===== config.mk =====
export PLATFORM = sky130hd
export DESIGN_NAME = ttmc_front
export DESIGN_NICKNAME = d
export VERILOG_FILES = /design/src/rtl/ttmc_pkg.sv /design/src/rtl/ttmc_front.sv
export SDC_FILE = /design/constraint.sdc
export NUM_CORES = 1
export LEC_CHECK = 0
export BUFFER_PORTS_ARGS = -buffer_cell sky130_fd_sc_hd__clkbuf_2
export CAP_MARGIN = 20
export CORE_MARGIN = 2
export CORE_UTILIZATION = 31
export DETAILED_ROUTE_END_ITERATION = 6
export PLACE_DENSITY = 0.45
export SLEW_MARGIN = 40
export SYNTH_ARGS = -nofsm -noshare
export SYNTH_HDL_FRONTEND = slang
export SYNTH_SLANG_ARGS = --single-unit

===== constraint.sdc =====
create_clock -name clk -period 14.1 [get_ports clk]
set_clock_uncertainty 0.1 [all_clocks]
set_input_delay 2.82 -clock clk [delete_from_list [all_inputs] [get_ports clk]]
set_output_delay 2.82 -clock clk [all_outputs]
set_load 0.02 [all_outputs]

===== src/rtl/ttmc_pkg.sv =====
package ttmc_pkg;

  // Burst and filter constants
  localparam logic [3:0] BURST_LEN  = 4'd10;
  localparam int         TRIM_SHIFT = 3;
  localparam int         FRAC_BITS  = 16;

  localparam int SAMPLE_W = 12;
  localparam int SUM_W    = 16;
  localparam int FILT_W   = SUM_W - TRIM_SHIFT;   // filtered axis width
  localparam int COEF_W   = 32;
  localparam int PROD_W   = FILT_W + 1 + COEF_W;  // signed product width
  localparam int ACC_W    = PROD_W + 2;           // two products plus offset
  localparam int COORD_W  = 16;
  localparam int IDX_W    = 3;

  // Register map
  typedef enum logic [IDX_W-1:0] {
    REG_GAIN_XX  = 3'd0,
    REG_GAIN_XY  = 3'd1,
    REG_OFFSET_X = 3'd2,
    REG_GAIN_YX  = 3'd3,
    REG_GAIN_YY  = 3'd4,
    REG_OFFSET_Y = 3'd5
  } cfg_reg_t;

  // Reset values of the calibration registers (Q16.16)
  localparam logic [COEF_W-1:0] RST_GAIN_XX  = 32'sd5881;
  localparam logic [COEF_W-1:0] RST_GAIN_XY  = -32'sd19;
  localparam logic [COEF_W-1:0] RST_OFFSET_X = -32'sd1350842;
  localparam logic [COEF_W-1:0] RST_GAIN_YX  = -32'sd90;
  localparam logic [COEF_W-1:0] RST_GAIN_YY  = 32'sd4224;
  localparam logic [COEF_W-1:0] RST_OFFSET_Y = -32'sd1052115;

  // Status codes
  localparam logic STAT_OK    = 1'b0;
  localparam logic STAT_ABORT = 1'b1;

  // Job passed from front to back
  typedef struct packed {
    logic              abort;
    logic [FILT_W-1:0] fx;
    logic [FILT_W-1:0] fy;
  } job_t;

  // Calibration coefficients
  typedef struct packed {
    logic [COEF_W-1:0] gain_xx;
    logic [COEF_W-1:0] gain_xy;
    logic [COEF_W-1:0] offset_x;
    logic [COEF_W-1:0] gain_yx;
    logic [COEF_W-1:0] gain_yy;
    logic [COEF_W-1:0] offset_y;
  } coef_t;

  // Divide by 2^FRAC_BITS truncating toward zero, then clamp to signed 16 bits
  function automatic logic [COORD_W-1:0] trunc_sat(input logic signed [ACC_W-1:0] acc);
    logic signed [ACC_W-FRAC_BITS:0] q;
    logic                            adj;
    adj = acc[ACC_W-1] && (acc[FRAC_BITS-1:0] != '0);
    q   = $signed({acc[ACC_W-1], acc[ACC_W-1:FRAC_BITS]})
          + $signed({{(ACC_W-FRAC_BITS){1'b0}}, adj});
    if (q > $signed((ACC_W-FRAC_BITS+1)'(32767))) begin
      trunc_sat = 16'h7FFF;
    end else if (q < -$signed((ACC_W-FRAC_BITS+1)'(32768))) begin
      trunc_sat = 16'h8000;
    end else begin
      trunc_sat = q[COORD_W-1:0];
    end
  endfunction

endpackage


===== src/rtl/ttmc_front.sv =====
module ttmc_front
  import ttmc_pkg::*;
(
  input  logic                clk,
  input  logic                rst_n,
  input  logic                take,
  input  logic [SAMPLE_W-1:0] x_sample,
  input  logic [SAMPLE_W-1:0] y_sample,
  input  logic                pen_down,
  output logic                push,
  output job_t                job
);

  logic [3:0]          count_r, count_nxt;
  logic [SUM_W-1:0]    x_sum_r, x_sum_nxt, y_sum_r, y_sum_nxt;
  logic [SAMPLE_W-1:0] x_min_r, x_min_nxt, x_max_r, x_max_nxt;
  logic [SAMPLE_W-1:0] y_min_r, y_min_nxt, y_max_r, y_max_nxt;
  logic [3:0]          count_inc;
  logic [SUM_W-1:0]    x_trim, y_trim;
  logic                done;

  // Running min/max, reloaded by the first sample of a burst
  always_comb begin
    if (count_r == '0) begin
      x_min_nxt = x_sample;
      x_max_nxt = x_sample;
      y_min_nxt = y_sample;
      y_max_nxt = y_sample;
    end else begin
      x_min_nxt = (x_sample < x_min_r) ? x_sample : x_min_r;
      x_max_nxt = (x_sample > x_max_r) ? x_sample : x_max_r;
      y_min_nxt = (y_sample < y_min_r) ? y_sample : y_min_r;
      y_max_nxt = (y_sample > y_max_r) ? y_sample : y_max_r;
    end
  end

  // Sums, count and trimmed mean
  assign count_inc = count_r + 4'd1;
  assign done      = (count_inc >= BURST_LEN);
  assign x_trim    = x_sum_r + SUM_W'(x_sample) - SUM_W'(x_min_nxt) - SUM_W'(x_max_nxt);
  assign y_trim    = y_sum_r + SUM_W'(y_sample) - SUM_W'(y_min_nxt) - SUM_W'(y_max_nxt);

  always_comb begin
    count_nxt = count_inc;
    x_sum_nxt = x_sum_r + SUM_W'(x_sample);
    y_sum_nxt = y_sum_r + SUM_W'(y_sample);
    if (done || !pen_down) begin
      count_nxt = '0;
      x_sum_nxt = '0;
      y_sum_nxt = '0;
    end
  end

  assign push      = take && (done || !pen_down);
  assign job.abort = !done;
  assign job.fx    = x_trim[SUM_W-1:TRIM_SHIFT];
  assign job.fy    = y_trim[SUM_W-1:TRIM_SHIFT];

  always_ff @(posedge clk) begin
    if (!rst_n) begin
      count_r <= '0;
      x_sum_r <= '0;
      y_sum_r <= '0;
    end else if (take) begin
      count_r <= count_nxt;
      x_sum_r <= x_sum_nxt;
      y_sum_r <= y_sum_nxt;
    end
  end

  // Min/max payload, no reset
  always_ff @(posedge clk) begin
    if (take) begin
      x_min_r <= x_min_nxt;
      x_max_r <= x_max_nxt;
      y_min_r <= y_min_nxt;
      y_max_r <= y_max_nxt;
    end
  end

endmodule


==> results_tabular.tex <==
\begin{tabular}{lr}
\hline
Metric & Value \\
\hline
\multicolumn{2}{l}{\textbf{Pwr}} \\
\quad Total power per unit cell area & 122.1 mW/mm\^{}2 \\
\quad Post-route total power & about 1.1 mW \\
\quad Cell leakage power & about 4.1 nW \\
\quad Worst-case vdd ir drop & 0.00008914 V \\
\multicolumn{2}{l}{\textbf{Timing}} \\
\quad Total count of hold-check failures in the final report & 0 \\
\quad Endpoints failing setup & 0 \\
\quad Final max-slew violation count & 0 \\
\quad Worst-case hold slack & around 0.39 ns \\
\quad Relative slew slack & 46.78\% \\
\quad Setup repair after global routing missed its margin & no \\
\quad Post-route clock period utilization & around three quarters \\
\quad Total negative slack for setup checks & 0 ns \\
\quad Pin slew with the least headroom to its limit & around 0.8 ns \\
\quad Least setup slack across all paths after layout & 3.419 ns \\
\quad Min Tclk post-route & between 10 and 15 ns \\
\quad Highest achievable clock rate & approximately 94 MHz \\
\multicolumn{2}{l}{\textbf{Logic synthesis}} \\
\quad Synth top area cells & edfxtp\_1, ha\_1, dfxtp\_1 \\
\quad Share of synthesized registers carrying an async set or reset & 0\% \\
\quad Share of the yosys chip area belonging to registers & between 20\% and 30\% \\
\quad Number of cells produced by synthesis & approximately 930 \\
\quad Post-synthesis sequential element count & 84 \\
\quad Number of nets produced by synthesis & approximately 1100 \\
\quad Top cell type by total area after synthesis & edfxtp\_1 \\
\quad Count of yosys warnings during synthesis & 0 \\
\quad Count of flip-flops with a built-in enable after synthesis & 48 \\
\quad Synth cell types & between 60 and 70 \\
\quad Dominant synthesized flop cell & edfxtp\_1 \\
\quad Netlist area before placement & 0.008452 sq mm \\
\quad Top-area cell type share of the netlist area & $\sim$17\% \\
\quad Post-synthesis average cell area & around 9.1 sq um \\
\multicolumn{2}{l}{\textbf{Route}} \\
\quad Number of DRC violations after detailed routing & 0 \\
\quad Detailed Routing Iterations Pass 1 & 5 \\
\quad Total detailed-routing wirelength & between 20 and 25 mm \\
\quad Via density per instance & roughly 5.2 \\
\quad Total via count after detailed routing & slightly below 7000 \\
\quad Antenna violation net count after detailed routing & 0 \\
\quad Routed wire per std cell & 16.84 um \\
\quad Detailed Route Iter0 Violations & 441 \\
\multicolumn{2}{l}{\textbf{Flow run}} \\
\quad Count of maximum capacitance violations & 0 \\
\multicolumn{2}{l}{\textbf{Global routing}} \\
\quad Total overflow reported by the global router & 0 \\
\quad Maximum number of pins on one net before global-route repair & between 70 and 80 \\
\quad Number of global-route vias before repair & between 6000 and 7000 \\
\quad Initial antenna violation count & 0 \\
\quad GRT Resource Usage Total & 16.00\% \\
\quad Wire length of the first global-routing pass & approximately 36 mm \\
\multicolumn{2}{l}{\textbf{Die}} \\
\quad Width of the die & around 170 um \\
\quad Die outline height & roughly 170 um \\
\quad Die Footprint & 0.02860 sq mm \\
\quad IO Pins & 56 \\
\quad Starting Density & a little under a third \\
\quad Floorplan Core Area & between 0.02 and 0.03 sq mm \\
\quad Standard-cell rows & 60 \\
\multicolumn{2}{l}{\textbf{Clock tree}} \\
\quad Deepest clock path buffer count & 2 \\
\quad Clock tree from TritonCTS & built \\
\quad Depth of the CTS H-tree & 3 \\
\quad Total CTS buffers & 9 \\
\quad Cells resized by post-CTS repair & 0 \\
\quad Source-to-sink clock delay at the later pin of the worst-skew pair & approximately 0.35 ns \\
\quad Clock-pin slew on the worst setup and hold paths & around 0.060 ns \\
\quad Sink count of the clock tree & between 80 and 90 \\
\quad Clock tree root driver cell & clkbuf\_16 \\
\quad Setup bufs post-CTS & 0 \\
\quad Number of buffers inserted for hold repair after clock tree synthesis & 0 \\
\multicolumn{2}{l}{\textbf{Worst setup path}} \\
\quad Critical path arrival & a little under 8 ns \\
\quad Endpoint required time on the critical path & roughly 11 ns \\
\quad Kind of start point of the critical path & input port \\
\quad Cells along the critical path & clkbuf\_2, ha\_1, a21o\_1, a21o\_1, a21oi\_1, o21ai\_0, o22a\_1, nor2\_2, buf\_4, mux2i\_1, fa\_1, ha\_1, o21a\_1, o31a\_1, o211ai\_1, a21oi\_1, o21ai\_1, mux2i\_1, xnor2\_1, clkbuf\_2 \\
\quad Delay of the slowest critical-path stage & 0.45 ns \\
\quad Highest net fanout along the worst path & 18 \\
\quad Critical path's slowest cell & fa\_1 \\
\quad Slack of the worst reg-to-reg path & about 11 ns \\
\quad Crit end category & output pin \\
\quad Category of the critical setup timing path & input port to output pin \\
\multicolumn{2}{l}{\textbf{Min path}} \\
\quad Hold WC Path Type & flop to flop \\
\multicolumn{2}{l}{\textbf{Place}} \\
\quad GP Congestion & about 0.80 \\
\quad Number of placed cells counting well taps & around 1300 \\
\quad HPWL after detailed placement & roughly 16 mm \\
\quad Minimum setup slack after placement & $\sim$3.4 ns \\
\quad Total of buffers placed on input and output ports & 55 \\
\quad Post-place instance area & 0.009059 sq mm \\
\multicolumn{2}{l}{\textbf{Layout}} \\
\quad Post-Layout Cell Count & 1307 \\
\quad Antenna cells & 0 \\
\quad Net count reported at finish & between 1000 and 1500 \\
\quad Synthesis-to-layout area growth & 11.16\% \\
\quad Final core occ & roughly a third \\
\quad Fraction of layout instances using a drive strength above 1 & between 10\% and 20\% \\
\quad Post-layout instance area & approximately 0.0094 sq mm \\
\quad Filler cell count in the final layout & $\sim$2800 \\
\multicolumn{2}{l}{\textbf{Run status}} \\
\quad Status & complete, no violations \\
\hline
\end{tabular}
==> worst max-delay path: cells and delay by family <==
kind,cells,cell delay (ns)
buffers and inverters,3,0.71
xor gates and xnor gates,1,0.14
and+or+nand+nor,1,0.29
adders and majority gates,3,1.10
muxes,2,0.56
AOI/OAI and AO/OA,10,2.13
==> synthesized netlist by cell type, drive strengths merged (3+ instances only) <==
library cell and n:
a211o 7, a211oi 11, a21boi 19, a21o 24, a21oi 61, a311oi 3
a31oi 12, and2 5, and3 21, and3b 3, buf 18, clkbuf 21
dfxtp 36, edfxtp 48, fa 22, ha 101, inv 77, mux2 33
mux2i 39, nand2 40, nand2b 17, nand3 35, nand4 24, nor2 35
nor2b 36, nor3 16, o2111ai 15, o211ai 4, o21a 21, o21ai 32
o311ai 4, o31a 5, o31ai 12, or2 4, xnor2 29, xor2 8
==> registers in the layout (all words and copies together) (netlist names) <==
signal / cells
count_r: 4
x_max_r: 12
x_min_r: 12
x_sum_r: 16
y_max_r: 12
y_min_r: 12
y_sum_r: 16
==> layer usage <==
| metal | GRT usage (%) | routed length (um) | vias up | part of all wire (%) |
|---|---|---|---|---|
| li1 | - | - | 3504 | - |
| met1 | 23.99 | 11740 | 3194 | 53 |
| met2 | 23.80 | 9248 | 109 | 42 |
| met3 | 1.707 | 643 | 15 | 2.9 |
| met4 | 5.314 | 381 | 0 | 1.7 |
| met5 | 0 | 0 | - | 0 |
==> report_power, final <==
| part | internal (mW) | switching, mW | leakage (nW) |
|---|---|---|---|
| logic | 0.227 | 0.367 | 3.20 |
| clock network | 0.155 | 0.110 | 0.147 |
| registers | 0.279 | 0.00990 | 0.758 |
| total | 0.660 | 0.487 | 4.10 |
==> kinds of logic (layout without fill, tap and decap cells) <==
| kind of cell | Yosys count | count (layout) | share of synthesized area (%) |
|---|---|---|---|
| mux | 72 | 72 | 9.016 |
| xor+xnor | 37 | 37 | 3.834 |
| compound gates | 247 | 247 | 20.27 |
| fa+ha+maj | 123 | 123 | 20.16 |
| simple gates | 247 | 247 | 15.66 |
| buf+inv | 116 | 156 | 5.477 |
| flops | 84 | 84 | 25.58 |
==> cell usage in the layout, fill, tap and decap left out, types with 12 or more instances in the layout <==
cell type,count
nand4_1,24
mux2_2,25
nand2_1,40
o21ai_0,30
nor2_1,32
dfxtp_1,36
nand3_1,35
clkbuf_2,53
edfxtp_1,48
o31ai_1,12
o2111ai_1,15
a21boi_0,17
a21o_1,24
inv_1,77
nand2b_1,17
nor2b_1,36
o21a_1,21
mux2i_1,39
and3_1,21
ha_1,101
nor3_1,16
fa_1,22
a21oi_1,59
xnor2_1,29
a31oi_1,12
==> final timing paths <==
path,start,endpoint,cells past startpoint
setup / recovery,y_sample[9],job[12],20
hold / removal,y_sum_r[0],y_sum_r[0],2
setup reg to reg,y_max_r[9],y_max_r[10],10
hold reg to reg,y_sum_r[0],y_sum_r[0],2
==> layout make-up <==
cell class                 count  area (sq um)  area share (%)
clock buffer                  11         232.7           2.477
timing repair buffer          63         359.1           3.822
clock inverter                 5         76.32          0.8124
inverter                      77         289.0           3.076
tap                          341         426.7           4.541
sequential                    84          2162           23.01
multi-input combinational    726          5849           62.26
Power figures use the tool's default switching activity.
