--- src/rtl/ttmc_pkg.sv ---
package ttmc_pkg;

  // Burst and filter constants
  localparam logic [3:0] BURST_LEN  = 4'd10;
  localparam int         TRIM_SHIFT = 3;
  localparam int         FRAC_BITS  = 16;

  localparam int SAMPLE_W = 12;
  localparam int SUM_W    = 16;
  localparam int FILT_W   = SUM_W - TRIM_SHIFT;   // filtered axis width
  localparam int COEF_W   = 32;
  localparam int PROD_W   = FILT_W + 1 + COEF_W;  // signed product width
  localparam int ACC_W    = PROD_W + 2;           // two products plus offset
  localparam int COORD_W  = 16;
  localparam int IDX_W    = 3;

  // Register map
  typedef enum logic [IDX_W-1:0] {
    REG_GAIN_XX  = 3'd0,
    REG_GAIN_XY  = 3'd1,
    REG_OFFSET_X = 3'd2,
    REG_GAIN_YX  = 3'd3,
    REG_GAIN_YY  = 3'd4,
    REG_OFFSET_Y = 3'd5
  } cfg_reg_t;

  // Reset values of the calibration registers (Q16.16)
  localparam logic [COEF_W-1:0] RST_GAIN_XX  = 32'sd5881;
  localparam logic [COEF_W-1:0] RST_GAIN_XY  = -32'sd19;
  localparam logic [COEF_W-1:0] RST_OFFSET_X = -32'sd1350842;
  localparam logic [COEF_W-1:0] RST_GAIN_YX  = -32'sd90;
  localparam logic [COEF_W-1:0] RST_GAIN_YY  = 32'sd4224;
  localparam logic [COEF_W-1:0] RST_OFFSET_Y = -32'sd1052115;

  // Status codes
  localparam logic STAT_OK    = 1'b0;
  localparam logic STAT_ABORT = 1'b1;

  // Job passed from front to back
  typedef struct packed {
    logic              abort;
    logic [FILT_W-1:0] fx;
    logic [FILT_W-1:0] fy;
  } job_t;

  // Calibration coefficients
  typedef struct packed {
    logic [COEF_W-1:0] gain_xx;
    logic [COEF_W-1:0] gain_xy;
    logic [COEF_W-1:0] offset_x;
    logic [COEF_W-1:0] gain_yx;
    logic [COEF_W-1:0] gain_yy;
    logic [COEF_W-1:0] offset_y;
  } coef_t;

  // Divide by 2^FRAC_BITS truncating toward zero, then clamp to signed 16 bits
  function automatic logic [COORD_W-1:0] trunc_sat(input logic signed [ACC_W-1:0] acc);
    logic signed [ACC_W-FRAC_BITS:0] q;
    logic                            adj;
    adj = acc[ACC_W-1] && (acc[FRAC_BITS-1:0] != '0);
    q   = $signed({acc[ACC_W-1], acc[ACC_W-1:FRAC_BITS]})
          + $signed({{(ACC_W-FRAC_BITS){1'b0}}, adj});
    if (q > $signed((ACC_W-FRAC_BITS+1)'(32767))) begin
      trunc_sat = 16'h7FFF;
    end else if (q < -$signed((ACC_W-FRAC_BITS+1)'(32768))) begin
      trunc_sat = 16'h8000;
    end else begin
      trunc_sat = q[COORD_W-1:0];
    end
  endfunction

endpackage

--- src/rtl/ttmc_back.sv ---
module ttmc_back
  import ttmc_pkg::*;
(
  input  logic               clk,
  input  logic               rst_n,
  input  coef_t              coef,
  input  logic               job_valid,
  input  job_t               job,
  output logic               job_pop,
  output logic               out_valid,
  input  logic               out_ready,
  output logic [COORD_W-1:0] x_coord,
  output logic [COORD_W-1:0] y_coord,
  output logic               status
);

  logic                     adv;
  logic                     a_valid_r, a_abort_r, b_valid_r, b_abort_r, out_valid_r;
  logic signed [PROD_W-1:0] pxx_r, pxy_r, pyx_r, pyy_r;
  logic signed [ACC_W-1:0]  accx_r, accy_r;
  logic signed [FILT_W:0]   fx_s, fy_s;
  logic [COORD_W-1:0]       x_coord_r, y_coord_r;
  logic                     status_r;

  // Whole pipe moves when the output slot is free or being emptied
  assign adv     = !out_valid_r || out_ready;
  assign job_pop = adv && job_valid;
  assign fx_s    = $signed({1'b0, job.fx});
  assign fy_s    = $signed({1'b0, job.fy});

  // Valid bits
  always_ff @(posedge clk) begin
    if (!rst_n) begin
      a_valid_r   <= 1'b0;
      b_valid_r   <= 1'b0;
      out_valid_r <= 1'b0;
    end else if (adv) begin
      a_valid_r   <= job_valid;
      b_valid_r   <= a_valid_r;
      out_valid_r <= b_valid_r;
    end
  end

  // Stage A: four products; B: sums with offset; C: truncate and clamp
  always_ff @(posedge clk) begin
    if (adv) begin
      a_abort_r <= job.abort;
      pxx_r     <= fx_s * $signed(coef.gain_xx);
      pxy_r     <= fy_s * $signed(coef.gain_xy);
      pyx_r     <= fx_s * $signed(coef.gain_yx);
      pyy_r     <= fy_s * $signed(coef.gain_yy);
      b_abort_r <= a_abort_r;
      accx_r    <= {{2{pxx_r[PROD_W-1]}}, pxx_r} + {{2{pxy_r[PROD_W-1]}}, pxy_r}
                   + {{(ACC_W-COEF_W){coef.offset_x[COEF_W-1]}}, coef.offset_x};
      accy_r    <= {{2{pyx_r[PROD_W-1]}}, pyx_r} + {{2{pyy_r[PROD_W-1]}}, pyy_r}
                   + {{(ACC_W-COEF_W){coef.offset_y[COEF_W-1]}}, coef.offset_y};
      x_coord_r <= b_abort_r ? '0 : trunc_sat(accx_r);
      y_coord_r <= b_abort_r ? '0 : trunc_sat(accy_r);
      status_r  <= b_abort_r ? STAT_ABORT : STAT_OK;
    end
  end

  assign out_valid = out_valid_r;
  assign x_coord   = x_coord_r;
  assign y_coord   = y_coord_r;
  assign status    = status_r;

  a_abort_zero: assert property (@(posedge clk) disable iff (!rst_n)
    (out_valid_r && status_r == STAT_ABORT) |-> (x_coord_r == '0 && y_coord_r == '0))
    else $error("aborted item carries nonzero coordinates");

  a_pop_moves: assert property (@(posedge clk) disable iff (!rst_n)
    job_pop |=> a_valid_r)
    else $error("popped job did not enter stage A");

  a_pipe_flow: assert property (@(posedge clk) disable iff (!rst_n)
    (adv && b_valid_r) |=> out_valid_r)
    else $error("stage B item lost");

endmodule

--- config.mk ---
export PLATFORM = sky130hd
export DESIGN_NAME = ttmc_back
export DESIGN_NICKNAME = d
export VERILOG_FILES = /design/src/rtl/ttmc_pkg.sv /design/src/rtl/ttmc_back.sv
export SDC_FILE = /design/constraint.sdc
export NUM_CORES = 2
export LEC_CHECK = 0
export ABC_AREA = 1
export BUFFER_PORTS_ARGS = -buffer_cell sky130_fd_sc_hd__buf_2
export CAP_MARGIN = 0
export CORE_UTILIZATION = 63
export DETAILED_ROUTE_END_ITERATION = 16
export PLACE_DENSITY = 0.88
export SETUP_SLACK_MARGIN = 0.2
export SYNTH_ARGS = -nofsm -noshare
export SYNTH_HDL_FRONTEND = slang
export SYNTH_SLANG_ARGS = --single-unit
--- constraint.sdc ---
create_clock -name clk -period 18.3 [get_ports clk]
set_input_delay 2.745 -clock clk [delete_from_list [all_inputs] [get_ports clk]]
set_output_delay 2.745 -clock clk [all_outputs]
set_load 0.01 [all_outputs]
==> flow_summary_export.csv <==
group,metric,value,unit
yosys,synth_area_leader_cell,"sky130_fd_sc_hd__fa_1",
routing,first_drt_iteration_drcs,6893,
timing,finalSetupViolations,0,
timing,layout_worst_path_cycle_share,50.9,%
timing,fin_setup_tns,0,ns
yosys,synth.yosys.warnings,0,
yosys,synth.mux.area_fraction,0,%
routing,wl_met3,27600,um
timing,final_setup_skew,0.0349,ns
routing,ant_nets,0,
floorplanning,floorplan.die_area,0.131,mm^2
yosys,synthesis.area,0.0816,mm^2
yosys,synth_area_leaders,"sky130_fd_sc_hd__fa_1, sky130_fd_sc_hd__inv_1, sky130_fd_sc_hd__nand2_1, sky130_fd_sc_hd__edfxtp_1, sky130_fd_sc_hd__ha_1",
clock_network,postCtsSetupRepairBufs,0,
timing,transition_time_at_the_pin_with_the_least_slew_margin,1.04,ns
final_layout,seqCellArea,0.00952,mm^2
yosys,synthDominantCellAreaShare,39.4,%
floorplanning,floorplan.die.height,362,um
timing,period_needed,9.32,ns
critical_path,critical_path.startpoint_type,"input port",
clock_network,ctsLongestPathBuffers,3,
grt,grt_pass1_wl,388000,um
routing,post-route-drc-count,0,
floorplanning,initial_utilization,63.7,%
final_layout,final_layout_net_count,12700,
clock_network,cts.reportedPaths.clkPinSlew,0.06,ns
critical_path,cp.arrival,9.64,ns
timing,maxClockFrequency,0.107,GHz
place,detailed_place_hpwl,206000,um
job,maxCapViolations,0,
place,dp_worst_setup_slack,8.70,ns
grt,overflow,0,
clock_network,cts.sinks,318,
critical_path,critical_path.endpoint_type,"flip-flop",
yosys,synth.avg_cell_area,7.91,um^2
place,buffer_ports.inserted,257,
yosys,synth-xor-area-share,3.26,%
final_layout,fillerInstances,10300,
yosys,prevailing_post_synth_register_cell,"sky130_fd_sc_hd__edfxtp_1",
worst_hold_path,hold_path_depth,0,
final_layout,multi_input_comb_area,0.0595,mm^2
routing,drt-wirelength-per-cell,20.4,um
place,place_congestion,1.02,
clock_network,cts_max_level,2,
yosys,synth_top_family_by_area,"adder cells",
clock_network,clockRootBuffer,"sky130_fd_sc_hd__clkbuf_16",
critical_path,critical_path.max_fanout,64,
floorplanning,placeableCoreArea,0.128,mm^2
yosys,post_synthesis_compound_gate_area_fraction,5.54,%
timing,rsz0062_at_grt,"false",
routing,avgViaCountPerCell,5.60,
timing,timing.slew.headroom,29.8,%
grt,initial_antenna_violation_count,24,
routing,met2_length,112000,um
final_layout,final_layout_size_suffix_gt1_share,3.95,%
clock_network,tritoncts,"done",
routing,drt-pass1-iter-count,12,
routing,wl_met1,94700,um
timing,post-route-worst-setup-slack,8.98,ns
yosys,post_synth_fa_ha_maj_area_fraction,47.4,%
routing,drt_wl_total,247000,um
critical_path,critical_path_required,18.62,ns
timing,timing.final.max_slew_violations,0,
final_layout,area_growth,4.73,%
yosys,ys_seq_area_share,11.7,%
yosys,synth.ff_latch_count,318,
grt,maximum_number_of_pins_on_one_net_before_global_route_repair,112,
grt,track_usage,38.5,%
routing,vias,67800,
yosys,synth_async_sr_flop_share,0,%
floorplanning,ioPinCount,258,
clock_network,cts-buffers-inserted,38,
clock_network,clock_insertion_delay_worst_skew,0.60,ns
yosys,netlist_instances,10300,
outcome,run_status,"finished clean",
yosys,synth_fp_nets,12700,
clock_network,cts_hold_buf,0,
timing,timing.final.hold_violations,0,
yosys,ys_types,52,
critical_path,ff2ff_path_depth,16,
clock_network,ctsResizeCount,0,
worst_hold_path,min-delay-path-class,"reg2reg",
yosys,synthSimpleGateAreaFrac,16.8,%
critical_path,critical_path_class,"in2reg",
floorplanning,floorplan_die_width,362,um
grt,grt_pass1_vias,71500,
routing,dr.max_layer_used,"met5",
yosys,synth-edff-count,315,
floorplanning,fp-row-count,131,
kinds of logic (layout without fill, tap and decap cells):
group	Yosys count	after routing
adders and majority gates	2126	2126
other	0	26
buffers and inverters	3320	3354
AOI/OAI and AO/OA	787	787
xor gates and xnor gates	304	304
DFF	318	318
and+or+nand+nor	3461	3461
placed cells by master (no fill, tap or decap), types with 10 or more instances in the layout:
cell,n
sky130_fd_sc_hd__a21o_1,54
sky130_fd_sc_hd__a21boi_0,18
sky130_fd_sc_hd__a31oi_1,56
sky130_fd_sc_hd__clkbuf_16,39
sky130_fd_sc_hd__buf_4,29
sky130_fd_sc_hd__fa_1,1606
sky130_fd_sc_hd__a21oi_2,10
sky130_fd_sc_hd__xnor2_1,96
sky130_fd_sc_hd__a21oi_1,332
sky130_fd_sc_hd__xor2_1,208
sky130_fd_sc_hd__inv_1,2995
sky130_fd_sc_hd__nand3_1,178
sky130_fd_sc_hd__nor3_1,37
sky130_fd_sc_hd__o211ai_1,13
sky130_fd_sc_hd__nor2_1,523
sky130_fd_sc_hd__nor4_1,44
sky130_fd_sc_hd__nand2_2,16
sky130_fd_sc_hd__ha_1,520
sky130_fd_sc_hd__nand3b_1,11
sky130_fd_sc_hd__diode_2,26
sky130_fd_sc_hd__nor2_2,16
sky130_fd_sc_hd__o21ai_0,203
sky130_fd_sc_hd__o21bai_1,42
sky130_fd_sc_hd__o21ai_1,10
sky130_fd_sc_hd__edfxtp_1,315
sky130_fd_sc_hd__buf_2,254
sky130_fd_sc_hd__o21a_1,16
sky130_fd_sc_hd__nand4_1,37
sky130_fd_sc_hd__nand2_1,2577
layout make-up:
cell class	instances	share of cell area, %
Antenna cell	26	0.0762
Clock buffer	41	1.15
Clock inverter	28	0.450
Inverter	3002	13.2
Multi-Input combinational cell	6678	69.7
Sequential cell	318	11.1
Tap cell	1729	2.53
Timing Repair Buffer	283	1.74
synthesized netlist by cell type (3+ instances only):
| cell | number |
|---|---|
| sky130_fd_sc_hd__nand2_1 | 2577 |
| sky130_fd_sc_hd__buf_1 | 131 |
| sky130_fd_sc_hd__nor2_2 | 16 |
| sky130_fd_sc_hd__dfxtp_1 | 3 |
| sky130_fd_sc_hd__a21boi_1 | 3 |
| sky130_fd_sc_hd__a31oi_1 | 56 |
| sky130_fd_sc_hd__o21a_1 | 16 |
| sky130_fd_sc_hd__xnor2_1 | 96 |
| sky130_fd_sc_hd__nor3_1 | 37 |
| sky130_fd_sc_hd__nor4_1 | 44 |
| sky130_fd_sc_hd__clkbuf_1 | 183 |
| sky130_fd_sc_hd__o221ai_1 | 7 |
| sky130_fd_sc_hd__nand3_1 | 178 |
| sky130_fd_sc_hd__a221oi_1 | 6 |
| sky130_fd_sc_hd__fa_1 | 1606 |
| sky130_fd_sc_hd__a211oi_1 | 5 |
| sky130_fd_sc_hd__ha_1 | 520 |
| sky130_fd_sc_hd__o211ai_1 | 13 |
| sky130_fd_sc_hd__a21o_1 | 54 |
| sky130_fd_sc_hd__inv_1 | 2996 |
| sky130_fd_sc_hd__o21ai_0 | 203 |
| sky130_fd_sc_hd__a21boi_0 | 18 |
| sky130_fd_sc_hd__a21oi_2 | 10 |
| sky130_fd_sc_hd__nand4_1 | 37 |
| sky130_fd_sc_hd__nand3b_1 | 11 |
| sky130_fd_sc_hd__o21bai_1 | 42 |
| sky130_fd_sc_hd__nand2_4 | 3 |
| sky130_fd_sc_hd__nand2_2 | 16 |
| sky130_fd_sc_hd__nor2_4 | 5 |
| sky130_fd_sc_hd__and3_1 | 6 |
| sky130_fd_sc_hd__nor2_1 | 523 |
| sky130_fd_sc_hd__xor2_1 | 208 |
| sky130_fd_sc_hd__edfxtp_1 | 315 |
| sky130_fd_sc_hd__o21ai_1 | 10 |
| sky130_fd_sc_hd__a21oi_1 | 332 |
| sky130_fd_sc_hd__inv_2 | 6 |
per-stage QoR:
stage               instances  util (%)  hold slack [ns]  cell area (um^2)
CTS                     12100      66.7            0.436             85300
global placement        12000      65.6            0.417             84000
global route            12100      66.7            0.459             85400
floorplan               10300         -            0.400             81600
finish                  12100      66.7            0.437             85400
detailed placement      12000      65.6            0.407             84000
critical path: stages:
cell and delay (ns):
sky130_fd_sc_hd__buf_2 0.08, sky130_fd_sc_hd__buf_4 0.71, sky130_fd_sc_hd__nand2_1 0.23, sky130_fd_sc_hd__fa_1 0.57
sky130_fd_sc_hd__fa_1 0.69, sky130_fd_sc_hd__inv_1 0.20, sky130_fd_sc_hd__fa_1 0.50, sky130_fd_sc_hd__fa_1 0.50
sky130_fd_sc_hd__fa_1 0.48, sky130_fd_sc_hd__inv_1 0.05, sky130_fd_sc_hd__fa_1 0.49, sky130_fd_sc_hd__inv_1 0.05
sky130_fd_sc_hd__ha_1 0.38, sky130_fd_sc_hd__nand2_1 0.17, sky130_fd_sc_hd__nor2_1 0.25, sky130_fd_sc_hd__nand2_1 0.14
sky130_fd_sc_hd__nor2_1 0.26, sky130_fd_sc_hd__nand4_1 0.20, sky130_fd_sc_hd__nand3_1 0.35, sky130_fd_sc_hd__a21oi_1 0.14
sky130_fd_sc_hd__xnor2_1 0.44
registers in the layout, indices dropped and copies added (netlist names):
| name | count |
|---|---|
| a_abort_r | 1 |
| a_valid_r | 1 |
| accx_r | 48 |
| accy_r | 48 |
| b_abort_r | 1 |
| b_valid_r | 1 |
| out_valid | 1 |
| pxx_r | 46 |
| pxy_r | 46 |
| pyx_r | 46 |
| pyy_r | 46 |
| status | 1 |
| x_coord | 16 |
| y_coord | 16 |
worst paths after layout:
check             startpoint         end  slack [ns]
setup reg to reg    pxy_r[1]  accx_r[35]       14.42
setup / recovery     job[15]   pxx_r[45]        8.98
hold / removal     a_abort_r   b_abort_r        0.44
hold reg to reg    a_abort_r   b_abort_r        0.44
per-layer routing:
metal	track usage, %	vias up
met5	0	-
met4	17.4	4
met3	7.52	840
met2	60.9	3848
met1	51.7	33100
li1	-	30000
Power is not shown: default switching activity piles up to over one toggle a cycle in this logic, so the estimate is an artifact.
