### src/rtl/ttmc_pkg.sv
package ttmc_pkg;

  // Burst and filter constants
  localparam logic [3:0] BURST_LEN  = 4'd10;
  localparam int         TRIM_SHIFT = 3;
  localparam int         FRAC_BITS  = 16;

  localparam int SAMPLE_W = 12;
  localparam int SUM_W    = 16;
  localparam int FILT_W   = SUM_W - TRIM_SHIFT;   // filtered axis width
  localparam int COEF_W   = 32;
  localparam int PROD_W   = FILT_W + 1 + COEF_W;  // signed product width
  localparam int ACC_W    = PROD_W + 2;           // two products plus offset
  localparam int COORD_W  = 16;
  localparam int IDX_W    = 3;

  // Register map
  typedef enum logic [IDX_W-1:0] {
    REG_GAIN_XX  = 3'd0,
    REG_GAIN_XY  = 3'd1,
    REG_OFFSET_X = 3'd2,
    REG_GAIN_YX  = 3'd3,
    REG_GAIN_YY  = 3'd4,
    REG_OFFSET_Y = 3'd5
  } cfg_reg_t;

  // Reset values of the calibration registers (Q16.16)
  localparam logic [COEF_W-1:0] RST_GAIN_XX  = 32'sd5881;
  localparam logic [COEF_W-1:0] RST_GAIN_XY  = -32'sd19;
  localparam logic [COEF_W-1:0] RST_OFFSET_X = -32'sd1350842;
  localparam logic [COEF_W-1:0] RST_GAIN_YX  = -32'sd90;
  localparam logic [COEF_W-1:0] RST_GAIN_YY  = 32'sd4224;
  localparam logic [COEF_W-1:0] RST_OFFSET_Y = -32'sd1052115;

  // Status codes
  localparam logic STAT_OK    = 1'b0;
  localparam logic STAT_ABORT = 1'b1;

  // Job passed from front to back
  typedef struct packed {
    logic              abort;
    logic [FILT_W-1:0] fx;
    logic [FILT_W-1:0] fy;
  } job_t;

  // Calibration coefficients
  typedef struct packed {
    logic [COEF_W-1:0] gain_xx;
    logic [COEF_W-1:0] gain_xy;
    logic [COEF_W-1:0] offset_x;
    logic [COEF_W-1:0] gain_yx;
    logic [COEF_W-1:0] gain_yy;
    logic [COEF_W-1:0] offset_y;
  } coef_t;

  // Divide by 2^FRAC_BITS truncating toward zero, then clamp to signed 16 bits
  function automatic logic [COORD_W-1:0] trunc_sat(input logic signed [ACC_W-1:0] acc);
    logic signed [ACC_W-FRAC_BITS:0] q;
    logic                            adj;
    adj = acc[ACC_W-1] && (acc[FRAC_BITS-1:0] != '0);
    q   = $signed({acc[ACC_W-1], acc[ACC_W-1:FRAC_BITS]})
          + $signed({{(ACC_W-FRAC_BITS){1'b0}}, adj});
    if (q > $signed((ACC_W-FRAC_BITS+1)'(32767))) begin
      trunc_sat = 16'h7FFF;
    end else if (q < -$signed((ACC_W-FRAC_BITS+1)'(32768))) begin
      trunc_sat = 16'h8000;
    end else begin
      trunc_sat = q[COORD_W-1:0];
    end
  endfunction

endpackage

### src/rtl/ttmc_queue.sv
module ttmc_queue
  import ttmc_pkg::*;
#(
  parameter int DEPTH = 4
) (
  input  logic clk,
  input  logic rst_n,
  input  logic push,
  input  job_t push_job,
  output logic full,
  input  logic pop,
  output logic not_empty,
  output job_t pop_job
);

  localparam int PTR_W = (DEPTH > 1) ? $clog2(DEPTH) : 1;
  localparam int CNT_W = $clog2(DEPTH + 1);
  localparam logic [PTR_W-1:0] LAST = PTR_W'(DEPTH - 1);

  job_t             mem [DEPTH];
  logic [PTR_W-1:0] wr_ptr_r, rd_ptr_r;
  logic [CNT_W-1:0] count_r;

  assign full      = (count_r == CNT_W'(DEPTH));
  assign not_empty = (count_r != '0);
  assign pop_job   = mem[rd_ptr_r];

  // Pointers and fill level
  always_ff @(posedge clk) begin
    if (!rst_n) begin
      wr_ptr_r <= '0;
      rd_ptr_r <= '0;
      count_r  <= '0;
    end else begin
      if (push) begin
        wr_ptr_r <= (wr_ptr_r == LAST) ? '0 : wr_ptr_r + PTR_W'(1);
      end
      if (pop) begin
        rd_ptr_r <= (rd_ptr_r == LAST) ? '0 : rd_ptr_r + PTR_W'(1);
      end
      unique case ({push, pop})
        2'b10:   count_r <= count_r + CNT_W'(1);
        2'b01:   count_r <= count_r - CNT_W'(1);
        default: count_r <= count_r;
      endcase
    end
  end

  // Storage
  always_ff @(posedge clk) begin
    if (push) begin
      mem[wr_ptr_r] <= push_job;
    end
  end

  a_no_overflow: assert property (@(posedge clk) disable iff (!rst_n)
    full |-> !push)
    else $error("queue push while full");

  a_no_underflow: assert property (@(posedge clk) disable iff (!rst_n)
    pop |-> not_empty)
    else $error("queue pop while empty");

  a_count_step: assert property (@(posedge clk) disable iff (!rst_n)
    (push && !pop) |=> (count_r == $past(count_r) + CNT_W'(1)))
    else $error("queue count did not follow push");

endmodule

### config.mk
export PLATFORM = sky130hd
export DESIGN_NAME = ttmc_queue
export DESIGN_NICKNAME = d
export VERILOG_FILES = /design/src/rtl/ttmc_pkg.sv /design/src/rtl/ttmc_queue.sv
export SDC_FILE = /design/constraint.sdc
export NUM_CORES = 1
export LEC_CHECK = 0
export BUFFER_PORTS_ARGS = -buffer_cell sky130_fd_sc_hd__buf_2
export CAP_MARGIN = 0
export CORE_UTILIZATION = 45
export DETAILED_ROUTE_END_ITERATION = 12
export GPL_TIMING_DRIVEN = 0
export HOLD_SLACK_MARGIN = 0.03
export PLACE_DENSITY_LB_ADDON = 0.12
export SLEW_MARGIN = 20
export SYNTH_ARGS = -nofsm -noshare
export SYNTH_HDL_FRONTEND = slang
export SYNTH_SLANG_ARGS = --single-unit
export TNS_END_PERCENT = 10
### constraint.sdc
create_clock -name clk -period 2.1 [get_ports clk]
set_input_delay 0.105 -clock clk [delete_from_list [all_inputs] [get_ports clk]]
set_output_delay 0.105 -clock clk [all_outputs]
set_load 0.1 [all_outputs]
==> impl_results.md, run 1 <==
- Hold depth: 2
- Setup TNS: 0 ns
- Initial antenna violation count: 0
- Yosys top cell area share: 0.737
- Final period utilization: 0.968
- Met2 Routed Length: 3510 um
- Setup Viol. Count Final: 0
- Sw frac: 0.254
- Period minus WS final: 2.03 ns
- Power Density: 1120 nW/um2
- Number of global-route vias before repair: 2141
- Clock-pin slew on the worst setup and hold paths: 0.05 ns
- Critical path arrival: 1.93 ns
- Synth warn: 0
- DRT Pass-1 Iters: 4
- CP Launch Type: flip-flop
- M1 wire length: 3240 um
- CTS Root Cell: clkbuf_8
- Clock buffer depth: 2
- Met3 Wirelength: 281 um
- Flops & latches, synth: 117
- Yosys cell types: 20
- Synth area leader: edfxtp_1
- Final ANT Viol Nets: 0
- # Post-CTS Setup Buffers: 0
- Grt ovf: 0
- Post-Syn Area: 4400 um2
- Cell count after synthesis: 184
- Die area: 10200 um2
- Via count: 2113
- Crit path buf inv count: 3
- Hold Crit Class: in2reg
- Final net count: 334
- WL final: 7110 um
- # DRC: 0
- HPWL after detailed placement: 4490 um
- Slew Limit Fails: 0
- Status: finished, final reports clean
- Reg2Reg Depth: 3
- Reg2Reg Setup Slack: 0.62 ns
- GR Util All Layers: 0.157
- Num CTS Buffers: 17
- Worst path slowest cell: mux4_2
- Lkg Pwr: 2.12 nW
- Worst Setup Path Type: reg2out
- Layout cell share with drive strength beyond 1: 0.390
- Most frequent cells in the layout: edfxtp_1, buf_2, dlygate4sd3_1, mux4_2, buf_4
- First-pass GRT wire length: 11200 um
- Post-synthesis sequential area ratio: 0.778
- Final core utilization: 0.634
- # diodes: 0
- FF-to-FF Start: wr_ptr_r[0]$_SDFFE_PN0P_
- I/O Pins: 60
- CP top delay family: buffers and inverters
- Clock sink count: 117
- Fmax achieved: 492 MHz
- Initial Utilization: 0.470
- Clock Latency Late Sink: 0.50 ns
- Place WS: 0.452 ns
- Slew headroom: 0.668
- Int Pwr: 4.98 mW
- Core footprint: 9370 um2
- Syn_area_per_cell: 23.9 um2
- CTS tree: yes
- Site Rows: 35
- Reg power frac: 0.403
- Fin. Hold Viols: 0
- Syn Nets: 222
- WL/cell: 16.3 um
- H-tree Lvls: 4
- CP Capture Type: primary output
- Vias/cell: 4.84
- Clk_skew: 0.00598 ns
- CP max FO: 10
- Worst path cell trace: buf_6 > buf_12 > mux4_2 > buf_4
- Worst Path Required: 2.00 ns
- Vert. Die Dim: 101 um
- Highest routed layer: met4
- Worst slew pin tran: 0.502 ns
- RSZ-0062 raised after global routing: false
- Endpoint, Worst Hold: mem[3][17]$_DFFE_PP_
- Min-delay src: push_job[17]
- Die X: 101 um
- Largest net degree at the start of global routing: 22
- # port buffers: 59
- Synth area leaders: edfxtp_1, mux4_2, mux4_1
- Crit-path max cell delay: 0.51 ns
- Max VDD drop: 0.000539 V
- Combinational share of power: 0.159
- Iteration-0 DRC Markers: 61
- Most common cell after layout, fill and taps aside: edfxtp_1
- GP Congestion: 0.660
- Area grow syn2layout: 34.9%
- Max cap viols: 0
- Worst hold slack: 0.349 ns
- Final setup margin: 0.0675 ns
- Sw power: 1.69 mW
- Clock network fraction of total power: 0.439
- RR Endpoint: mem[3][20]$_DFFE_PP_
## worst max-delay path by stage
stage | start | to | slack (ns) | cells after the start
6_report | flip-flop | pop_job[3] | 0.07 | 4
5_1_grt | flip-flop | pop_job[3] | 0.001 | 4
4_1_cts | flip-flop | pop_job[9] | 0.01 | 4
3_5_place_dp | flip-flop | pop_job[13] | 0.45 | 4
3_3_place_gp | wr_ptr_r[0]$_SDFFE_PN0P_ | mem[2][22]$_DFFE_PP_ | -0.08 | 3
2_1_floorplan | count_r[1]$_SDFFE_PN0P_ | full | 0.43 | 1
## synth_stat cells, drive strengths merged
library cell,instances
dfxtp,9
edfxtp,108
o21ai,1
mux4,27
a21boi,1
ha,6
buf,6
and2,5
fa,1
o21a,1
or3,2
nor3b,3
nor2b,5
inv,3
a21oi,1
mux2i,3
xnor2,2
## power groups by stage
stage / clock (mW) / sequential [mW] / combinational, mW
after floorplan: 0 / 2.73 / 0.802
after global routing: 3.08 / 2.69 / 1.11
final: 2.93 / 2.69 / 1.06
after CTS: 2.97 / 2.69 / 1.07
after global placement: 0 / 2.73 / 0.961
after detailed placement: 0 / 2.73 / 0.987
## flip-flops by register name (all words and copies together) (netlist names), named ones only
register / flops
rd_ptr_r: 2
wr_ptr_r: 2
mem: 108
count_r: 3
## layout make-up
cell class                 instances  area, um2
fill                             684       3430
sequential                       117       3420
multi-input combinational         58        910
timing repair buffer              93        752
clock buffer                      20        425
clock inverter                    11        183
tap                              129        161
buffer                             6       71.3
inverter                           3       11.3
## per-layer routing
| metal | vias to the layer above | GRT usage |
|---|---|---|
| met4 | 0 | 0.0635 |
| met2 | 48 | 0.239 |
| met3 | 10 | 0.0548 |
| met5 | - | 0 |
| met1 | 1055 | 0.208 |
| li1 | 1000 | - |
## logic make-up (layout without fill, tap and decap cells)
family                     count (synthesis)  count (layout)  share of synthesized area
AOI/OAI and AO/OA                          4               4                    0.00569
muxes                                     30              30                      0.151
and+or+nand+nor                           15              15                     0.0222
DFF                                      117             117                      0.778
buffers and inverters                      9             133                     0.0176
xor gates and xnor gates                   2               2                    0.00398
adders and majority gates                  7               7                     0.0216
## stage by stage
step | instance area (um2) | std cells | total power [mW]
finish | 5940 | 437 | 6.67
CTS | 5920 | 437 | 6.72
detailed placement | 4960 | 376 | 3.72
global route | 5940 | 437 | 6.88
global placement | 4860 | 372 | 3.69
floorplan | 4410 | 184 | 3.53
## timing repair
action,4_1_cts,5_1_grt
hold buffers,30,0
pin swaps,0,0
hold endpoints to repair,117,0
resized for setup,21,5
setup endpoints to repair,20,12
Power figures use the tool's default switching activity.
==> inputs of run 2 (changes only) <==
--- a/config.mk
+++ b/config.mk
@@ -5,10 +5,10 @@
 export SDC_FILE = /design/constraint.sdc
 export NUM_CORES = 1
 export LEC_CHECK = 0
-export BUFFER_PORTS_ARGS = -buffer_cell sky130_fd_sc_hd__buf_2
 export CAP_MARGIN = 0
 export CORE_UTILIZATION = 45
 export DETAILED_ROUTE_END_ITERATION = 12
+export DONT_BUFFER_PORTS = 1
 export GPL_TIMING_DRIVEN = 0
 export HOLD_SLACK_MARGIN = 0.03
 export PLACE_DENSITY_LB_ADDON = 0.12
==> impl_results.md, run 2 (synthesized netlist as in run 1, its figures left out) <==
- Slew headroom: 0.302 (-0.366)
- Reg2Reg Depth: 2 (-1)
- Die X: 101 um (unchanged)
- # port buffers: 0 (-100%)
- Slew Limit Fails: 0 (unchanged)
- Max cap viols: 0 (unchanged)
- Clk_skew: 0.00423 ns (-0.00175 ns)
- Worst slew pin tran: 1.05 ns (+0.544 ns)
- Initial antenna violation count: 0 (unchanged)
- Largest register FFs: 108 (unchanged)
- Num CTS Buffers: 17 (unchanged)
- Final period utilization: 0.999 (+0.0308)
- Non-Filler Instances: 375 (-14%)
- Most frequent cells in the layout: edfxtp_1, dlygate4sd3_1, mux4_2, clkbuf_16, dfxtp_1
- Design area: 5430 um2 (-8.5%)
- CP Launch Type: flip-flop
- Hold Crit Class: in2reg
- Critical path arrival: 1.99 ns (+0.06 ns)
- Fmax achieved: 477 MHz (-3.1%)
- Power Density: 1140 nW/um2 (+1.4%)
- Clock-pin slew on the worst setup and hold paths: 0.06 ns (about the same)
- Endpoint, Worst Hold: mem[1][17]$_DFFE_PP_
- Worst Setup Path Type: reg2out
- GR Util All Layers: 0.158 (+0.000945)
- H-tree Lvls: 4 (unchanged)
- Period minus WS final: 2.10 ns (+0.0646 ns)
- Setup Viol. Count Final: 0 (unchanged)
- Layout cell share with drive strength beyond 1: 0.264 (-0.125)
- RSZ-0062 raised after global routing: true
- Vias/cell: 5.12 (+5.9%)
- # Post-CTS Setup Buffers: 0 (unchanged)
- Post-DP Area: 4580 um2 (-7.7%)
- I/O Pins: 60 (unchanged)
- Placed Cells incl. Taps: 313 (-17%)
- Reg2Reg Setup Slack: 0.43 ns (-0.19 ns)
- Crit-path max cell delay: 1.01 ns (+0.50 ns)
- First-pass GRT wire length: 11100 um (-1.3%)
- Final net count: 271 (-19%)
- Status: finished, final reports clean
- Area grow syn2layout: 23.5%
- CP max FO: 9 (-1)
- WL final: 7170 um (+0.76%)
- Most common cell after layout, fill and taps aside: edfxtp_1
- Clock sink count: 117 (unchanged)
- Fin. Hold Viols: 0 (unchanged)
- Fillers: 705 (+3.1%)
- Iteration-0 DRC Markers: 88 (+44%)
- Grt ovf: 0 (unchanged)
- Max VDD drop: 0.000691 V (+28%)
- Worst Path Required: 2.00 ns (about the same)
- Crit path buf inv count: 1 (-2)
- Hold depth: 1 (-1)
- RR Endpoint: mem[3][20]$_DFFE_PP_
- WL/cell: 19.1 um (+17%)
- # DRC: 0 (unchanged)
- CTS Root Cell: clkbuf_8
- Final ANT Viol Nets: 0 (unchanged)
- Worst path slowest cell: mux4_1
- Vert. Die Dim: 101 um (unchanged)
- CP Capture Type: primary output
- Clock Latency Late Sink: 0.50 ns (about the same)
- DRT Pass-1 Iters: 4 (unchanged)
- Via count: 1920 (-9.1%)
- Largest register by flop count: mem
- # diodes: 0 (unchanged)
- Clock buffer depth: 2 (unchanged)
- Min-delay src: push
- Largest regs: mem: 108 flops, count_r: 3 flops
- HPWL after detailed placement: 4250 um (-5.2%)
- Largest net degree at the start of global routing: 28 (+27%)
- Worst hold slack: 0.267 ns (-0.0824 ns)
- Die area: 10200 um2 (unchanged)
- Number of global-route vias before repair: 2136 (-0.23%)
- Initial Utilization: 0.470 (unchanged)
- CTS tree: yes
- Worst path cell trace: buf_12 > mux4_1
- CP top delay family: multiplexers
- GP Congestion: 0.631 (-4.4%)
- FF-to-FF Start: wr_ptr_r[0]$_SDFFE_PN0P_
- Site Rows: 35 (unchanged)
- Core footprint: 9370 um2 (unchanged)
- Lkg Pwr: 1.78 nW (-16%)
[run 2: cell type report]
cell class	instances	area (um2)	share of cell area
flip-flops and latches	117	3420	0.630
clock buffers	17	414	0.0762
clock inverters	15	133	0.0244
repair buffers	30	300	0.0553
multi-input cells	58	908	0.167
inverters	3	11.3	0.00207
well taps	129	161	0.0297
plain buffers	6	80.1	0.0147
[run 2: how the worst max path moves through the flow]
stage | to | from | slack, ns | depth (start not counted)
after floorplan | full | count_r[1]$_SDFFE_PN0P_ | 0.43 | 1
after global placement | mem[3][24]$_DFFE_PP_ | wr_ptr_r[0]$_SDFFE_PN0P_ | 0.03 | 2
after detailed placement | mem[3][24]$_DFFE_PP_ | wr_ptr_r[0]$_SDFFE_PN0P_ | 0.41 | 2
after CTS | pop_job[10] | flip-flop | -0.06 | 2
after global routing | pop_job[21] | flip-flop | -0.05 | 2
final | pop_job[21] | flip-flop | 0.003 | 2
[run 2: repair_timing]
item,in CTS,in global routing
endpoints found under the setup margin,27,27
hold buffers,30,0
gates resized for setup,4,3
hold endpoints to repair,117,0
[run 2: power by group]
group          internal (mW)  total [mW]  switching (mW)
Sequential              2.65        2.69          0.0369
Combinational          0.197       0.932           0.735
Clock                   1.57        2.57           0.999
[run 2: stage by stage]
step / setup TNS (ns) / total power, mW / util / setup WS (ns)
after floorplan: 0 / 3.53 / - / 0.431
after global placement: 0 / 3.59 / 0.487 / 0.0319
after detailed placement: 0 / 3.61 / 0.489 / 0.408
after CTS: -0.295 / 6.25 / 0.580 / -0.0557
after global routing: -0.277 / 6.39 / 0.580 / -0.0458
final: 0 / 6.19 / 0.580 / 0.00293
[run 2: metal layers]
layer  vias up  GRT usage  routed length [um]  part of all wire
met2        44      0.273                3850              0.54
met4         0     0.0669                  46            0.0064
met1      1000      0.175                2900              0.40
li1        872          -                   -                 -
met5         -          0                   0                 0
met3         4     0.0603                 372             0.052
==> inputs of run 3 (changes only) <==
--- a/config.mk
+++ b/config.mk
@@ -5,7 +5,9 @@
 export SDC_FILE = /design/constraint.sdc
 export NUM_CORES = 1
 export LEC_CHECK = 0
+export ABC_AREA = 1
 export CAP_MARGIN = 0
+export CORE_MARGIN = 2
 export CORE_UTILIZATION = 45
 export DETAILED_ROUTE_END_ITERATION = 12
 export DONT_BUFFER_PORTS = 1
==> impl_results.md, run 3 <==
- I/O Pins: 60 (unchanged)
- Largest register by flop count: mem
- Synth area leaders: edfxtp_1, nor2_1, dfxtp_1
- Worst hold slack: 0.158 ns (-0.109 ns)
- Sw power: 2.03 mW (+15%)
- WL final: 9580 um (+34%)
- Number of global-route vias before repair: 2861 (+34%)
- Largest family of logic cells by synthesized area: compound AO/OA/AOI/OAI gates
- CP max FO: 10 (+1)
- Period minus WS final: 2.04 ns (-0.0613 ns)
- # diodes: 0 (unchanged)
- Post-synth ARST share: 0 (unchanged)
- Worst slew pin tran: 0.985 ns (-0.0610 ns)
- Most frequent cells in the layout: edfxtp_1, nor2_1, o21ai_1, dlygate4sd3_1, o22ai_4
- Final core utilization: 0.616 (+0.0361)
- Most common cell after layout, fill and taps aside: edfxtp_1
- Hold Crit Class: in2reg
- DRT Pass-1 Iters: 4 (unchanged)
- Crit path buf inv count: 3 (+2)
- Yosys cell types: 21 (+5.0%)
- Clock network fraction of total power: 0.402 (-0.013)
- Fin. Hold Viols: 0 (unchanged)
- Crit-path max cell delay: 0.58 ns (-0.43 ns)
- Layout cell share with drive strength beyond 1: 0.213 (-0.0512)
- Setup TNS: 0 ns (unchanged)
- HPWL after detailed placement: 5170 um (+22%)
- GP Congestion: 0.703 (+11%)
- Top cells by count, synth: edfxtp_1, nor2_1, o21ai_0, o22ai_1, o21ai_1
- Combinational share of power: 0.197 (+0.046)
- Worst Setup Path Type: reg2out
- Vias/cell: 5.20 (+1.6%)
- CP Capture Type: primary output
- Syn Nets: 360 (+62%)
- Multiplexer share of the synthesized area: 0 (-0.151)
- Core footprint: 9770 um2 (+4.3%)
- Max cap viols: 0 (unchanged)
- Largest register FFs: 108 (unchanged)
- Flops & latches, synth: 117 (unchanged)
- Fillers: 776 (+10%)
- Status: finished, final reports clean
- Worst path cell trace: buf_6 > inv_8 > buf_8 > o21ai_1 > o22ai_4
- Clk_skew: 0.00806 ns (+0.00383 ns)
- Post-Syn Area: 4520 um2 (+2.7%)
- Worst Path Required: 2.00 ns (about the same)
- Num CTS Buffers: 17 (unchanged)
- Final period utilization: 0.969 (-0.0292)
- Initial Utilization: 0.462 (-0.00732)
- Die X: 104 um (+3.3%)
- Die area: 10900 um2 (+6.7%)
- Site Rows: 36 (+2.9%)
- Iteration-0 DRC Markers: 95 (+8.0%)
- Via count: 2694 (+40%)
- Cell count after synthesis: 322 (+75%)
- Placed Cells incl. Taps: 455 (+45%)
- Post-Synth Adder-Cell Area: 0.0210 (-0.000563)
- CP top delay family: compound AO/OA/AOI/OAI gates
- Final net count: 410 (+51%)
- Initial antenna violation count: 0 (unchanged)
- CTS Root Cell: clkbuf_8
- H-tree Lvls: 4 (unchanged)
- Critical path arrival: 1.93 ns (-0.06 ns)
- CTS tree: yes
- Syn_area_per_cell: 14.0 um2 (-41%)
- Clock Latency Late Sink: 0.52 ns (+0.02 ns)
- Design area: 6020 um2 (+11%)
- # DRC: 0 (unchanged)
- Yosys top cell area share: 0.718 (-0.0192)
- Post-synthesis sequential area ratio: 0.758 (-0.0203)
- Vert. Die Dim: 104 um (+3.3%)
- Post-Synth XOR/XNOR Area: 0.00388 (-0.000104)
- Grt ovf: 0 (unchanged)
- Int Pwr: 4.74 mW (+7.4%)
- Number of synthesized flops with an enable pin: 108 (unchanged)
- Slew headroom: 0.341 (+0.0393)
- Final ANT Viol Nets: 0 (unchanged)
- Non-Filler Instances: 518 (+38%)
- Area grow syn2layout: 33.2%
- Sw frac: 0.300 (+0.0135)
- Clock sink count: 117 (unchanged)
- Synth warn: 0 (unchanged)
- Clock-pin slew on the worst setup and hold paths: 0.05 ns (about the same)
- Synth Flop Type: edfxtp_1
- Compound-gate portion of the synthesized area: 0.103 (+0.0971)
- Max VDD drop: 0.000533 V (-23%)
- Count leader, synth: edfxtp_1
- Post-DP Area: 4860 um2 (+6.3%)
- Slew Limit Fails: 0 (unchanged)
- Lkg Pwr: 2.05 nW (+15%)
- Fmax achieved: 491 MHz (+3.0%)
- Synth Area in Simple Gates: 0.0667 (+0.0446)
- Largest net degree at the start of global routing: 29 (+3.6%)
- Worst path slowest cell: o22ai_4
- GR Util All Layers: 0.193 (+0.0345)
- # port buffers: 0 (unchanged)
- RSZ-0062 raised after global routing: true
- Setup Viol. Count Final: 0 (unchanged)
- Power Density: 1130 nW/um2 (-1.2%)
- Largest regs: mem: 108 flops, count_r: 3 flops
- Synth area leader: edfxtp_1
- CP Launch Type: flip-flop
- First-pass GRT wire length: 15400 um (+40%)
- Clock buffer depth: 2 (unchanged)
- Reg power frac: 0.401 (-0.034)
- WL/cell: 18.5 um (-3.2%)
[run 3: cell types whose count changed after synthesis, sizes merged, moves of 2 or more]
cell   change
inv       +11
or3        -2
mux2i      -3
buf        +9
nor3       +2
nor2b      -5
nand2     +11
nor3b      -3
nor2      +65
and2       -5
o22ai     +27
mux4      -27
o21ai     +56
[run 3: final timing paths]
check / start / to / slack [ns] / cells after the start
worst min-delay path: push / mem[2][20]$_DFFE_PP_ / 0.16 / 2
worst min register to register: count_r[2]$_SDFFE_PN0P_ / count_r[2]$_SDFFE_PN0P_ / 0.51 / 2
worst max-delay path: flip-flop / pop_job[11] / 0.06 / 5
worst max register to register: wr_ptr_r[1]$_SDFFE_PN0P_ / mem[1][7]$_DFFE_PP_ / 0.58 / 4
[run 3: stage by stage]
stage,setup WS (ns),power [mW]
after floorplan,-0.179,3.69
after global placement,-0.435,3.81
after detailed placement,0.230,3.88
after CTS,-0.0646,6.78
after global routing,-0.0128,7.01
final,0.0642,6.77
[run 3: worst register-to-register path, stage by stage, from the launching register on]
cell     delay (ns)
dfxtp_1        0.33
inv_1          0.10
ha_1           0.15
nand2_1        0.06
inv_2          0.50
[run 3: what timing repair did]
item	in CTS	in global routing
setup endpoints to repair	27	24
pin swaps	1	17
gates resized for setup	30	38
setup buffers	0	1
hold buffers	30	0
hold endpoints to repair	117	0
[run 3: cell families (layout without fill, tap and decap cells)]
| logic type | after synthesis | count (layout) |
|---|---|---|
| XOR/XNOR | 2 | 2 |
| adder cells (fa/ha/maj) | 7 | 7 |
| flip-flops | 117 | 117 |
| AO/OA/AOI/OAI | 86 | 86 |
| buffers and inverters | 31 | 94 |
| AND/OR/NAND/NOR | 79 | 79 |
[run 3: area by class of cell]
cell class	instances	area [um2]	area share
multi-input combinational	174	1280	0.213
sequential	117	3420	0.569
tap	133	166	0.0276
clock inverter	12	136	0.0227
clock buffer	20	425	0.0707
timing repair buffer	31	320	0.0532
buffer	16	199	0.0330
inverter	15	68.8	0.0114
[run 3: per-layer routing]
metal / up-vias / global-route usage / routed length (um)
met5: - / 0 / 0
met4: 0 / 0.0801 / 165
met3: 16 / 0.0620 / 374
met2: 57 / 0.302 / 4660
met1: 1325 / 0.249 / 4390
li1: 1296 / - / -
[run 3: power by group through the flow]
stage	sequential [mW]	combinational (mW)	clock, mW
floorplan	2.75	0.939	0
global placement	2.76	1.05	0
detailed placement	2.76	1.12	0
CTS	2.71	1.31	2.76
global route	2.73	1.40	2.89
finish	2.72	1.33	2.72
